## src/hdl/tbt_pkg.sv

```systemverilog
// Shared types, constants and arithmetic helpers for the token bucket throttle.
`default_nettype none
package tbt_pkg;

    localparam int QUEUE_DEPTH = 16;
    localparam int TAG_BITS    = 8;
    localparam int MAX_REL     = 16;
    localparam int AW          = (QUEUE_DEPTH > 1) ? $clog2(QUEUE_DEPTH) : 1;
    localparam int FW          = $clog2(QUEUE_DEPTH + 1);
    localparam int CW          = $clog2(MAX_REL + 1);
    localparam int BAL_W       = 41;
    localparam int SUM_W       = 36;
    localparam int RAM_W       = 32 + TAG_BITS;

    typedef enum logic [2:0] {
        ACT_THROTTLE = 3'd0,
        ACT_TRY      = 3'd1,
        ACT_ACQUIRE  = 3'd2,
        ACT_TICK     = 3'd3,
        ACT_CANCEL   = 3'd4
    } act_t;

    typedef enum logic [3:0] {
        KIND_GRANTED     = 4'd0,
        KIND_QUEUED      = 4'd1,
        KIND_REFUSED     = 4'd2,
        KIND_QUEUE_FULL  = 4'd3,
        KIND_RELEASED    = 4'd4,
        KIND_REL_CANCEL  = 4'd5,
        KIND_CANCEL_MARK = 4'd6,
        KIND_CANCEL_MISS = 4'd7,
        KIND_ACQUIRED    = 4'd8,
        KIND_TICK_IDLE   = 4'd9
    } kind_t;

    typedef enum logic [0:0] {
        CFG_LIMIT_EN = 1'd0,
        CFG_TOKENS   = 1'd1
    } cfg_idx_t;

    typedef enum logic [3:0] {
        CMD_NONE,
        CMD_LOAD,
        CMD_EXEC,
        CMD_TICK_IDLE,
        CMD_TREAD,
        CMD_TREL,
        CMD_CREAD,
        CMD_CMISS,
        CMD_CHIT,
        CMD_CNEXT
    } cmd_op_t;

    typedef struct packed {
        cmd_op_t op;
    } cmd_t;

    typedef struct packed {
        logic is_tick;
        logic is_cancel;
        logic rel_ok;
        logic rel_more;
        logic out_free;
        logic cidx_in;
        logic cmatch;
    } status_t;

    function automatic logic signed [BAL_W-1:0] sat_deduct(
        input logic signed [BAL_W-1:0] bal,
        input logic [31:0]             amt
    );
        logic signed [BAL_W:0] diff;
        diff = {bal[BAL_W-1], bal} - $signed({(BAL_W-31)'(0), amt});
        if (diff[BAL_W] && !diff[BAL_W-1]) begin
            return {1'b1, (BAL_W-1)'(0)};
        end
        return diff[BAL_W-1:0];
    endfunction

    function automatic logic signed [BAL_W-1:0] tick_add(
        input logic signed [BAL_W-1:0] bal,
        input logic [31:0]             tpp
    );
        logic signed [BAL_W:0] sum;
        logic signed [BAL_W:0] cap;
        cap = $signed({(BAL_W-31)'(0), tpp});
        sum = {bal[BAL_W-1], bal} + cap;
        if (sum > cap) begin
            return cap[BAL_W-1:0];
        end
        return sum[BAL_W-1:0];
    endfunction

    function automatic logic [AW-1:0] slot_add(
        input logic [AW-1:0] head,
        input logic [FW-1:0] off
    );
        logic [FW:0] s;
        s = (FW+1)'(head) + (FW+1)'(off);
        if (s >= (FW+1)'(QUEUE_DEPTH)) begin
            s = s - (FW+1)'(QUEUE_DEPTH);
        end
        return s[AW-1:0];
    endfunction

endpackage
`default_nettype wire

```

## src/hdl/tbt_ram.sv

```systemverilog
// Generic simple dual-port RAM with registered read.
`default_nettype none
module tbt_ram #(
    parameter int WIDTH = 8,
    parameter int DEPTH = 16
) (
    input  wire logic                                        aclk,
    input  wire logic                                        we,
    input  wire logic [((DEPTH > 1) ? $clog2(DEPTH) : 1)-1:0] waddr,
    input  wire logic [WIDTH-1:0]                            wdata,
    input  wire logic                                        re,
    input  wire logic [((DEPTH > 1) ? $clog2(DEPTH) : 1)-1:0] raddr,
    output logic      [WIDTH-1:0]                            rdata
);

    logic [WIDTH-1:0] mem [DEPTH];

    always_ff @(posedge aclk) begin
        if (we) begin
            mem[waddr] <= wdata;
        end
        if (re) begin
            rdata <= mem[raddr];
        end
    end

endmodule
`default_nettype wire

```

## src/hdl/tbt_datapath.sv

```systemverilog
// Datapath: balance, wait queue, config registers and result register.
`default_nettype none
module tbt_datapath
    import tbt_pkg::*;
(
    input  wire logic                    aclk,
    input  wire logic                    aresetn,
    input  wire cmd_t                    cmd,
    output status_t                      st,
    input  wire logic                    cfg_wr_en,
    input  wire logic [0:0]              cfg_index,
    input  wire logic [31:0]             cfg_wdata,
    input  wire logic [2:0]              s_action,
    input  wire logic [31:0]             s_amount,
    input  wire logic [7:0]              s_request_tag,
    output logic                         m_valid,
    input  wire logic                    m_ready,
    output logic [3:0]                   m_result_kind,
    output logic [7:0]                   m_result_tag,
    output logic [31:0]                  m_result_amount,
    output logic signed [BAL_W-1:0]      m_balance_now,
    output logic                         m_overdraft,
    output logic [SUM_W-1:0]             m_queued_total,
    output logic                         m_last
);

    logic                     lim_reg, lim_next;
    logic [31:0]              tpp_reg, tpp_next;
    logic signed [BAL_W-1:0]  bal_reg, bal_next;
    logic [SUM_W-1:0]         sum_reg, sum_next;
    logic [AW-1:0]            head_reg, head_next;
    logic [FW-1:0]            fill_reg, fill_next;
    logic [QUEUE_DEPTH-1:0]   canc_reg, canc_next;
    logic [CW-1:0]            rcnt_reg, rcnt_next;
    logic [FW-1:0]            cidx_reg, cidx_next;
    logic [AW-1:0]            cslot_reg, cslot_next;
    logic [2:0]               act_reg, act_next;
    logic [31:0]              amt_reg, amt_next;
    logic [TAG_BITS-1:0]      tag_reg, tag_next;

    logic                     mv_reg, mv_next;
    kind_t                    kind_reg, kind_next;
    logic [7:0]               otag_reg, otag_next;
    logic [31:0]              oamt_reg, oamt_next;
    logic signed [BAL_W-1:0]  obal_reg, obal_next;
    logic [SUM_W-1:0]         osum_reg, osum_next;
    logic                     olast_reg, olast_next;

    logic                     ram_we, ram_re;
    logic [AW-1:0]            ram_waddr, ram_raddr;
    logic [RAM_W-1:0]         ram_rdata;
    logic [31:0]              rd_amt;
    logic [TAG_BITS-1:0]      rd_tag;
    logic                     bal_pos, rel_pos;
    logic signed [BAL_W-1:0]  rel_bal;
    logic                     rd_canc;
    logic [AW-1:0]            cslot_calc;
    logic                     emit;
    kind_t                    e_kind;
    logic [TAG_BITS-1:0]      e_tag;
    logic [31:0]              e_amt;
    logic                     e_last;

    tbt_ram #(
        .WIDTH(RAM_W),
        .DEPTH(QUEUE_DEPTH)
    ) u_wait_ram (
        .aclk (aclk),
        .we   (ram_we),
        .waddr(ram_waddr),
        .wdata({amt_reg, tag_reg}),
        .re   (ram_re),
        .raddr(ram_raddr),
        .rdata(ram_rdata)
    );

    assign rd_amt     = ram_rdata[RAM_W-1:TAG_BITS];
    assign rd_tag     = ram_rdata[TAG_BITS-1:0];
    assign bal_pos    = !bal_reg[BAL_W-1] && (bal_reg != '0);
    assign rd_canc    = canc_reg[cslot_reg];
    assign cslot_calc = slot_add(head_reg, cidx_reg);
    assign rel_bal    = (!canc_reg[head_reg] && lim_reg) ? sat_deduct(bal_reg, rd_amt) : bal_reg;
    assign rel_pos    = !rel_bal[BAL_W-1] && (rel_bal != '0);

    always_comb begin
        st.is_tick   = (act_reg == ACT_TICK);
        st.is_cancel = (act_reg == ACT_CANCEL);
        st.rel_ok    = (fill_reg != '0) && (!lim_reg || bal_pos);
        st.rel_more  = (fill_reg > FW'(1)) && (rcnt_reg + CW'(1) < CW'(MAX_REL))
                       && (!lim_reg || rel_pos);
        st.out_free  = !mv_reg || m_ready;
        st.cidx_in   = (cidx_reg < fill_reg);
        st.cmatch    = !rd_canc && (rd_tag == tag_reg);
    end

    always_comb begin
        lim_next   = lim_reg;
        tpp_next   = tpp_reg;
        bal_next   = bal_reg;
        sum_next   = sum_reg;
        head_next  = head_reg;
        fill_next  = fill_reg;
        canc_next  = canc_reg;
        rcnt_next  = rcnt_reg;
        cidx_next  = cidx_reg;
        cslot_next = cslot_reg;
        act_next   = act_reg;
        amt_next   = amt_reg;
        tag_next   = tag_reg;
        ram_we     = 1'b0;
        ram_re     = 1'b0;
        ram_waddr  = slot_add(head_reg, fill_reg);
        ram_raddr  = head_reg;
        emit       = 1'b0;
        e_kind     = KIND_GRANTED;
        e_tag      = tag_reg;
        e_amt      = amt_reg;
        e_last     = 1'b1;

        unique case (cmd.op)
            CMD_LOAD: begin
                act_next = s_action;
                amt_next = s_amount;
                tag_next = s_request_tag[TAG_BITS-1:0];
            end
            CMD_EXEC: begin
                rcnt_next = '0;
                cidx_next = '0;
                unique case (act_reg)
                    ACT_THROTTLE: begin
                        emit = 1'b1;
                        if (amt_reg == '0 || !lim_reg) begin
                            e_kind = KIND_GRANTED;
                        end else if (bal_pos) begin
                            bal_next = sat_deduct(bal_reg, amt_reg);
                            e_kind   = KIND_GRANTED;
                        end else if (fill_reg >= FW'(QUEUE_DEPTH)) begin
                            e_kind = KIND_QUEUE_FULL;
                        end else begin
                            ram_we                                  = 1'b1;
                            canc_next[slot_add(head_reg, fill_reg)] = 1'b0;
                            fill_next = fill_reg + FW'(1);
                            sum_next  = sum_reg + SUM_W'(amt_reg);
                            e_kind    = KIND_QUEUED;
                        end
                    end
                    ACT_TRY: begin
                        emit = 1'b1;
                        if (amt_reg == '0 || !lim_reg) begin
                            e_kind = KIND_GRANTED;
                        end else if (!bal_pos) begin
                            e_kind = KIND_REFUSED;
                        end else begin
                            bal_next = sat_deduct(bal_reg, amt_reg);
                            e_kind   = KIND_GRANTED;
                        end
                    end
                    ACT_ACQUIRE: begin
                        emit   = 1'b1;
                        e_kind = KIND_ACQUIRED;
                        if (amt_reg != '0 && lim_reg) begin
                            bal_next = sat_deduct(bal_reg, amt_reg);
                        end
                    end
                    ACT_TICK: begin
                        bal_next = tick_add(bal_reg, tpp_reg);
                    end
                    ACT_CANCEL: begin
                    end
                    default: begin
                        emit   = 1'b1;
                        e_kind = KIND_REFUSED;
                    end
                endcase
            end
            CMD_TICK_IDLE: begin
                emit   = 1'b1;
                e_kind = KIND_TICK_IDLE;
                e_tag  = '0;
                e_amt  = '0;
            end
            CMD_TREAD: begin
                ram_re    = 1'b1;
                ram_raddr = head_reg;
            end
            CMD_TREL: begin
                emit      = 1'b1;
                e_kind    = canc_reg[head_reg] ? KIND_REL_CANCEL : KIND_RELEASED;
                e_tag     = rd_tag;
                e_amt     = rd_amt;
                e_last    = !st.rel_more;
                bal_next  = rel_bal;
                sum_next  = sum_reg - SUM_W'(rd_amt);
                head_next = slot_add(head_reg, FW'(1));
                fill_next = fill_reg - FW'(1);
                rcnt_next = rcnt_reg + CW'(1);
            end
            CMD_CREAD: begin
                ram_re     = 1'b1;
                ram_raddr  = cslot_calc;
                cslot_next = cslot_calc;
            end
            CMD_CMISS: begin
                emit   = 1'b1;
                e_kind = KIND_CANCEL_MISS;
                e_amt  = '0;
            end
            CMD_CHIT: begin
                emit                 = 1'b1;
                e_kind               = KIND_CANCEL_MARK;
                e_amt                = rd_amt;
                canc_next[cslot_reg] = 1'b1;
            end
            CMD_CNEXT: begin
                cidx_next = cidx_reg + FW'(1);
            end
            default: begin
            end
        endcase

        if (cfg_wr_en) begin
            unique case (cfg_idx_t'(cfg_index))
                CFG_LIMIT_EN: lim_next = cfg_wdata[0];
                CFG_TOKENS: begin
                    tpp_next = cfg_wdata;
                    bal_next = $signed({(BAL_W-32)'(0), cfg_wdata});
                end
                default: begin
                end
            endcase
        end

        mv_next    = emit ? 1'b1 : (mv_reg && !m_ready);
        kind_next  = emit ? e_kind : kind_reg;
        otag_next  = emit ? 8'(e_tag) : otag_reg;
        oamt_next  = emit ? e_amt : oamt_reg;
        obal_next  = emit ? bal_next : obal_reg;
        osum_next  = emit ? sum_next : osum_reg;
        olast_next = emit ? e_last : olast_reg;
    end

    always_ff @(posedge aclk) begin
        if (!aresetn) begin
            lim_reg  <= 1'b1;
            tpp_reg  <= '0;
            bal_reg  <= '0;
            sum_reg  <= '0;
            head_reg <= '0;
            fill_reg <= '0;
            canc_reg <= '0;
            mv_reg   <= 1'b0;
        end else begin
            lim_reg  <= lim_next;
            tpp_reg  <= tpp_next;
            bal_reg  <= bal_next;
            sum_reg  <= sum_next;
            head_reg <= head_next;
            fill_reg <= fill_next;
            canc_reg <= canc_next;
            mv_reg   <= mv_next;
        end
    end

    always_ff @(posedge aclk) begin
        rcnt_reg  <= rcnt_next;
        cidx_reg  <= cidx_next;
        cslot_reg <= cslot_next;
        act_reg   <= act_next;
        amt_reg   <= amt_next;
        tag_reg   <= tag_next;
        kind_reg  <= kind_next;
        otag_reg  <= otag_next;
        oamt_reg  <= oamt_next;
        obal_reg  <= obal_next;
        osum_reg  <= osum_next;
        olast_reg <= olast_next;
    end

    assign m_valid         = mv_reg;
    assign m_result_kind   = kind_reg;
    assign m_result_tag    = otag_reg;
    assign m_result_amount = oamt_reg;
    assign m_balance_now   = obal_reg;
    assign m_overdraft     = obal_reg[BAL_W-1];
    assign m_queued_total  = osum_reg;
    assign m_last          = olast_reg;

endmodule
`default_nettype wire

```

## src/hdl/tbt_ctrl.sv

```systemverilog
// Controller state machine sequencing requests, tick releases and cancel scans.
`default_nettype none
module tbt_ctrl
    import tbt_pkg::*;
(
    input  wire logic    aclk,
    input  wire logic    aresetn,
    input  wire logic    s_valid,
    output logic         s_ready,
    input  wire status_t st,
    output cmd_t         cmd
);

    typedef enum logic [5:0] {
        S_IDLE  = 6'b000001,
        S_EXEC  = 6'b000010,
        S_TREAD = 6'b000100,
        S_TREL  = 6'b001000,
        S_CREAD = 6'b010000,
        S_CCHK  = 6'b100000
    } state_t;

    state_t state_reg, state_next;

    assign s_ready = (state_reg == S_IDLE) && st.out_free;

    always_comb begin
        state_next = state_reg;
        cmd.op     = CMD_NONE;
        unique case (state_reg)
            S_IDLE: begin
                if (s_valid && s_ready) begin
                    cmd.op     = CMD_LOAD;
                    state_next = S_EXEC;
                end
            end
            S_EXEC: begin
                cmd.op = CMD_EXEC;
                if (st.is_tick) begin
                    state_next = S_TREAD;
                end else if (st.is_cancel) begin
                    state_next = S_CREAD;
                end else begin
                    state_next = S_IDLE;
                end
            end
            S_TREAD: begin
                if (st.rel_ok) begin
                    cmd.op     = CMD_TREAD;
                    state_next = S_TREL;
                end else begin
                    cmd.op     = CMD_TICK_IDLE;
                    state_next = S_IDLE;
                end
            end
            S_TREL: begin
                if (st.out_free) begin
                    cmd.op     = CMD_TREL;
                    state_next = st.rel_more ? S_TREAD : S_IDLE;
                end
            end
            S_CREAD: begin
                if (st.cidx_in) begin
                    cmd.op     = CMD_CREAD;
                    state_next = S_CCHK;
                end else begin
                    cmd.op     = CMD_CMISS;
                    state_next = S_IDLE;
                end
            end
            S_CCHK: begin
                if (st.cmatch) begin
                    cmd.op     = CMD_CHIT;
                    state_next = S_IDLE;
                end else begin
                    cmd.op     = CMD_CNEXT;
                    state_next = S_CREAD;
                end
            end
            default: begin
                state_next = S_IDLE;
            end
        endcase
    end

    always_ff @(posedge aclk) begin
        if (!aresetn) begin
            state_reg <= S_IDLE;
        end else begin
            state_reg <= state_next;
        end
    end

endmodule
`default_nettype wire

```

## src/hdl/token_bucket_throttle_with_wait_queue.sv

```systemverilog
// Top level of the token bucket throttle with wait queue.
// A throttle, try-acquire, acquire or unknown action executes in the cycle after
// acceptance, and its result is registered into the output register at the end of
// that cycle. A new transaction is accepted once the controller is idle and the
// output register is empty or being taken in the same cycle, so a new request is not
// taken while the previous one is still executing. A tick that releases nothing
// ends with a tick-idle result; otherwise it releases up to 16 queue entries, one
// wait-RAM read each; a release stalls while the output register is held. A cancel
// reads the queue entries in turn and emits a miss result when none matches.
`default_nettype none
module token_bucket_throttle_with_wait_queue
    import tbt_pkg::*;
(
    input  wire logic               aclk,
    input  wire logic               aresetn,
    input  wire logic               cfg_wr_en,
    input  wire logic [0:0]         cfg_index,
    input  wire logic [31:0]        cfg_wdata,
    input  wire logic               s_valid,
    output logic                    s_ready,
    input  wire logic [2:0]         s_action,
    input  wire logic [31:0]        s_amount,
    input  wire logic [7:0]         s_request_tag,
    output logic                    m_valid,
    input  wire logic               m_ready,
    output logic [3:0]              m_result_kind,
    output logic [7:0]              m_result_tag,
    output logic [31:0]             m_result_amount,
    output logic signed [BAL_W-1:0] m_balance_now,
    output logic                    m_overdraft,
    output logic [SUM_W-1:0]        m_queued_total,
    output logic                    m_last
);

    cmd_t    cmd;
    status_t st;

    tbt_ctrl u_ctrl (
        .aclk   (aclk),
        .aresetn(aresetn),
        .s_valid(s_valid),
        .s_ready(s_ready),
        .st     (st),
        .cmd    (cmd)
    );

    tbt_datapath u_dp (
        .aclk           (aclk),
        .aresetn        (aresetn),
        .cmd            (cmd),
        .st             (st),
        .cfg_wr_en      (cfg_wr_en),
        .cfg_index      (cfg_index),
        .cfg_wdata      (cfg_wdata),
        .s_action       (s_action),
        .s_amount       (s_amount),
        .s_request_tag  (s_request_tag),
        .m_valid        (m_valid),
        .m_ready        (m_ready),
        .m_result_kind  (m_result_kind),
        .m_result_tag   (m_result_tag),
        .m_result_amount(m_result_amount),
        .m_balance_now  (m_balance_now),
        .m_overdraft    (m_overdraft),
        .m_queued_total (m_queued_total),
        .m_last         (m_last)
    );

endmodule
`default_nettype wire
```

## config.mk

```make
export PLATFORM = sky130hd
export DESIGN_NAME = token_bucket_throttle_with_wait_queue
export DESIGN_NICKNAME = d
export VERILOG_FILES = /design/src/hdl/tbt_pkg.sv /design/src/hdl/tbt_ram.sv /design/src/hdl/tbt_datapath.sv /design/src/hdl/tbt_ctrl.sv /design/src/hdl/token_bucket_throttle_with_wait_queue.sv
export SDC_FILE = /design/constraint.sdc
export NUM_CORES = 2
export LEC_CHECK = 0
export BUFFER_PORTS_ARGS = -buffer_cell sky130_fd_sc_hd__buf_2
export CAP_MARGIN = 0
export CELL_PAD_IN_SITES_DETAIL_PLACEMENT = 1
export CELL_PAD_IN_SITES_GLOBAL_PLACEMENT = 2
export CORE_MARGIN = 5
export CORE_UTILIZATION = 46
export CTS_CLUSTER_SIZE = 10
export DETAILED_ROUTE_END_ITERATION = 8
export HOLD_SLACK_MARGIN = 0.05
export PLACE_DENSITY_LB_ADDON = 0.15
export SLEW_MARGIN = 10
export SYNTH_ARGS = -nofsm -noshare
export SYNTH_HDL_FRONTEND = slang
export SYNTH_SLANG_ARGS = --single-unit
```

## constraint.sdc

```tcl
create_clock -name aclk -period 14.85 [get_ports aclk]
set_input_delay 2.2275 -clock aclk [delete_from_list [all_inputs] [get_ports aclk]]
set_output_delay 2.2275 -clock aclk [all_outputs]
set_load 0.005 [all_outputs]
```

==> results_dict.tcl <==
set metrics [dict create \
    maxSlewViolCount 0 \
    power_leakage_nw 21.0 \
    yosysTopAreaCellShare_pct 50.1 \
    crit_type "reg -> reg" \
    place_congestion 0.962 \
    hold_path.class "reg -> reg" \
    avgViaCountPerCell 6.40 \
    drive_above_1_share_pct 12.9 \
    final_cells 6324 \
    post-route-period-util_pct 52.2 \
    clkLatencyLatePin_ps 740 \
    fin_nets 5064 \
    power_mw 6.48 \
    start_kind "flip-flop" \
    root_buffer "clkbuf_16" \
    core_area_mm2 0.111 \
    synthCells 4580 \
    met2_usage_pct 49.4 \
    ys_ff_latch 1001 \
    die_w_um 344 \
    setup_slack_ps 7100 \
    tightest_slew_ps 1140 \
    syn_area_per_cell_um2 11.2 \
    outcome "finished, final reports clean" \
    die_area_mm2 0.119 \
    n_fill_cell 11700 \
    grt_max_degree 161 \
    busiest_layer "met2" \
    finClkSkew_ps 53.5 \
    cts_tree "done" \
    syn_to_final_growth_pct 12.5 \
    detail-route-antenna-nets 0 \
    required_ps 15300 \
    drv_cap 0 \
    first_global_vias 40100 \
    grt_pass1_wl_um 282000 \
    cts_made_buffers 116 \
    first_pass_iters 5 \
    max_freq_mhz 129 \
    synth_edf_count 859 \
    clockBufferDepth 3 \
    hold_viol 0 \
    yosys_warnings 0 \
    period_needed_ps 7750 \
    vias 40500 \
    ys_seq_area_share_pct 55.7 \
    rows 122 \
    synthDistinctLibCells 100 \
    dp.cells 6140 \
    avgRoutedWirePerCell_um 31.2 \
    track_usage_pct 32.5 \
    post_cts_resized 0 \
    hpwl_um 135000 \
    place_ws_ps 7380 \
    h-tree-depth 3 \
    synth_area_leaders "edfxtp_1 (50%), dfxtp_1 (5.5%), ha_1 (5.0%), nand2_1 (4.9%), mux4_2 (3.9%)" \
    final_util_pct 52.2 \
    grt_overflow 0 \
    ioPinCount 206 \
    endpoint_kind "flip-flop" \
    p_per_area_mw_per_mm2 112 \
    vdd_drop_max_mv 0.139 \
    critPathMaxFanout 19 \
    cts_setup_buffers 0 \
    largest_register_ffs 640 \
    wl_um 197000 \
    ys_async_sr_fraction_pct 0 \
    grt_use_met1_pct 48.0 \
    clkTransAtPathRegs_ps 60 \
    finalSetupViolCount 0 \
    tns_ps 0 \
    antenna_found_initial 14 \
    slew_headroom_pct 21.8 \
    postCtsHoldBufs 0 \
    globalRouteMet3Util_pct 7.29 \
    clkSinkCount 1001 \
    synthesis.nets 4874 \
    critPathArrivalTime_ps 8200 \
    synth_area_leader_cell "edfxtp_1" \
    drt_iter0_markers 4403 \
    initial_core_util_pct 46.4 \
    synth_area_mm2 0.0514 \
    die_y_um 344 \
    rsz0062_at_grt "false" \
    port_buffers 205 \
    drc_errors 0 \
    synthFlopType "edfxtp_1" \
]
==> synth_stat cells, drive strengths merged, types with 54 or more instances <==
master	count
ha	206
mux4	89
xor2	58
nand3	215
a21oi	322
a22oi	62
o21ai	262
clkbuf	194
inv	162
edfxtp	859
xnor2	114
nand4	126
nand2	665
dfxtp	142
nor2	211
and2	54
a21o	105
==> stage by stage <==
step           hold WS, ps  cell area, um2
6_report               481           57900
5_1_grt                505           57900
4_1_cts                481           57900
3_5_place_dp           472           54500
3_3_place_gp           464           54500
2_1_floorplan          453           51400
==> cell type report <==
type	instances	area, um2	area share [%]
antenna	2	5.00	0.00865
timing repair buffer	310	1830	3.16
multi-input combinational	3177	21500	37.2
clock buffer	162	3120	5.38
tap	1488	1860	3.22
sequential	1001	28600	49.5
clock inverter	20	278	0.480
inverter	164	617	1.07
==> worst max-delay path: stages (launching register included) <==
cell	delay, ps
dfxtp_1	680
inv_1	140
fa_1	470
nand2b_1	190
a21oi_1	250
o21ai_1	170
o21ai_2	430
a31oi_1	200
o21bai_1	440
a21boi_0	200
xnor2_1	190
ha_1	320
nand4_1	220
or4_1	530
o31ai_1	370
o2111ai_1	340
or4_1	980
o21ai_4	880
mux2i_1	350
o21ai_0	120
==> worst paths after layout <==
kind | start | end | slack [ps] | depth (start not counted)
worst max-delay path | u_dp.bal_reg[1] | u_dp.m_balance_now[24] | 7100 | 19
worst min-delay path | u_dp.tpp_reg[0] | u_dp.tpp_reg[0] | 480 | 2
worst max register to register | u_dp.bal_reg[1] | u_dp.m_balance_now[24] | 7100 | 19
worst min register to register | u_dp.tpp_reg[0] | u_dp.tpp_reg[0] | 480 | 2
==> where the power goes <==
group          internal, mW  total [mW]  switching (mW)  leakage (nW)
Clock                  1.47        2.61            1.15          1.63
Combinational         0.214       0.707           0.494          10.6
Sequential             3.11        3.16          0.0557          8.86
==> placed cells by master, fill, tap and decap left out, drive strengths merged, types with 14 or more instances in the layout <==
cell type / synthesis / layout
edfxtp: 859 / 859
nand2: 665 / 665
a21oi: 322 / 322
buf: 44 / 310
o21ai: 262 / 262
nand3: 215 / 215
nor2: 211 / 211
ha: 206 / 206
inv: 162 / 163
clkbuf: 194 / 162
dfxtp: 142 / 142
nand4: 126 / 126
xnor2: 114 / 114
a21o: 105 / 105
mux4: 89 / 89
a22oi: 62 / 62
xor2: 58 / 58
and2: 54 / 54
nor3: 48 / 48
a31oi: 41 / 41
a211oi: 39 / 39
nor4: 39 / 39
nand2b: 37 / 37
o211ai: 36 / 36
and3: 29 / 29
o21a: 27 / 27
nor2b: 24 / 24
o2111ai: 23 / 23
mux2i: 22 / 22
o31ai: 21 / 21
o21bai: 20 / 20
clkinv: 2 / 20
or3: 18 / 18
a221o: 18 / 18
a2111oi: 18 / 18
o22ai: 17 / 17
a221oi: 15 / 15
a21boi: 14 / 14
==> logic make-up after synthesis <==
group	after synthesis	synth area share, %
AOI/OAI and AO/OA	1150	14.7
DFF	1001	55.7
xor gates and xnor gates	172	2.93
buffers and inverters	402	3.11
muxes	119	4.51
adders and majority gates	213	5.28
and+or+nand+nor	1523	13.9
==> routing by layer <==
| layer | part of all wire, % | up-vias |
|---|---|---|
| li1 | - | 17700 |
| met1 | 44 | 20700 |
| met2 | 44 | 1828 |
| met3 | 9.6 | 243 |
| met4 | 2.4 | 4 |
| met5 | 0.012 | - |
Power figures use the tool's default switching activity.
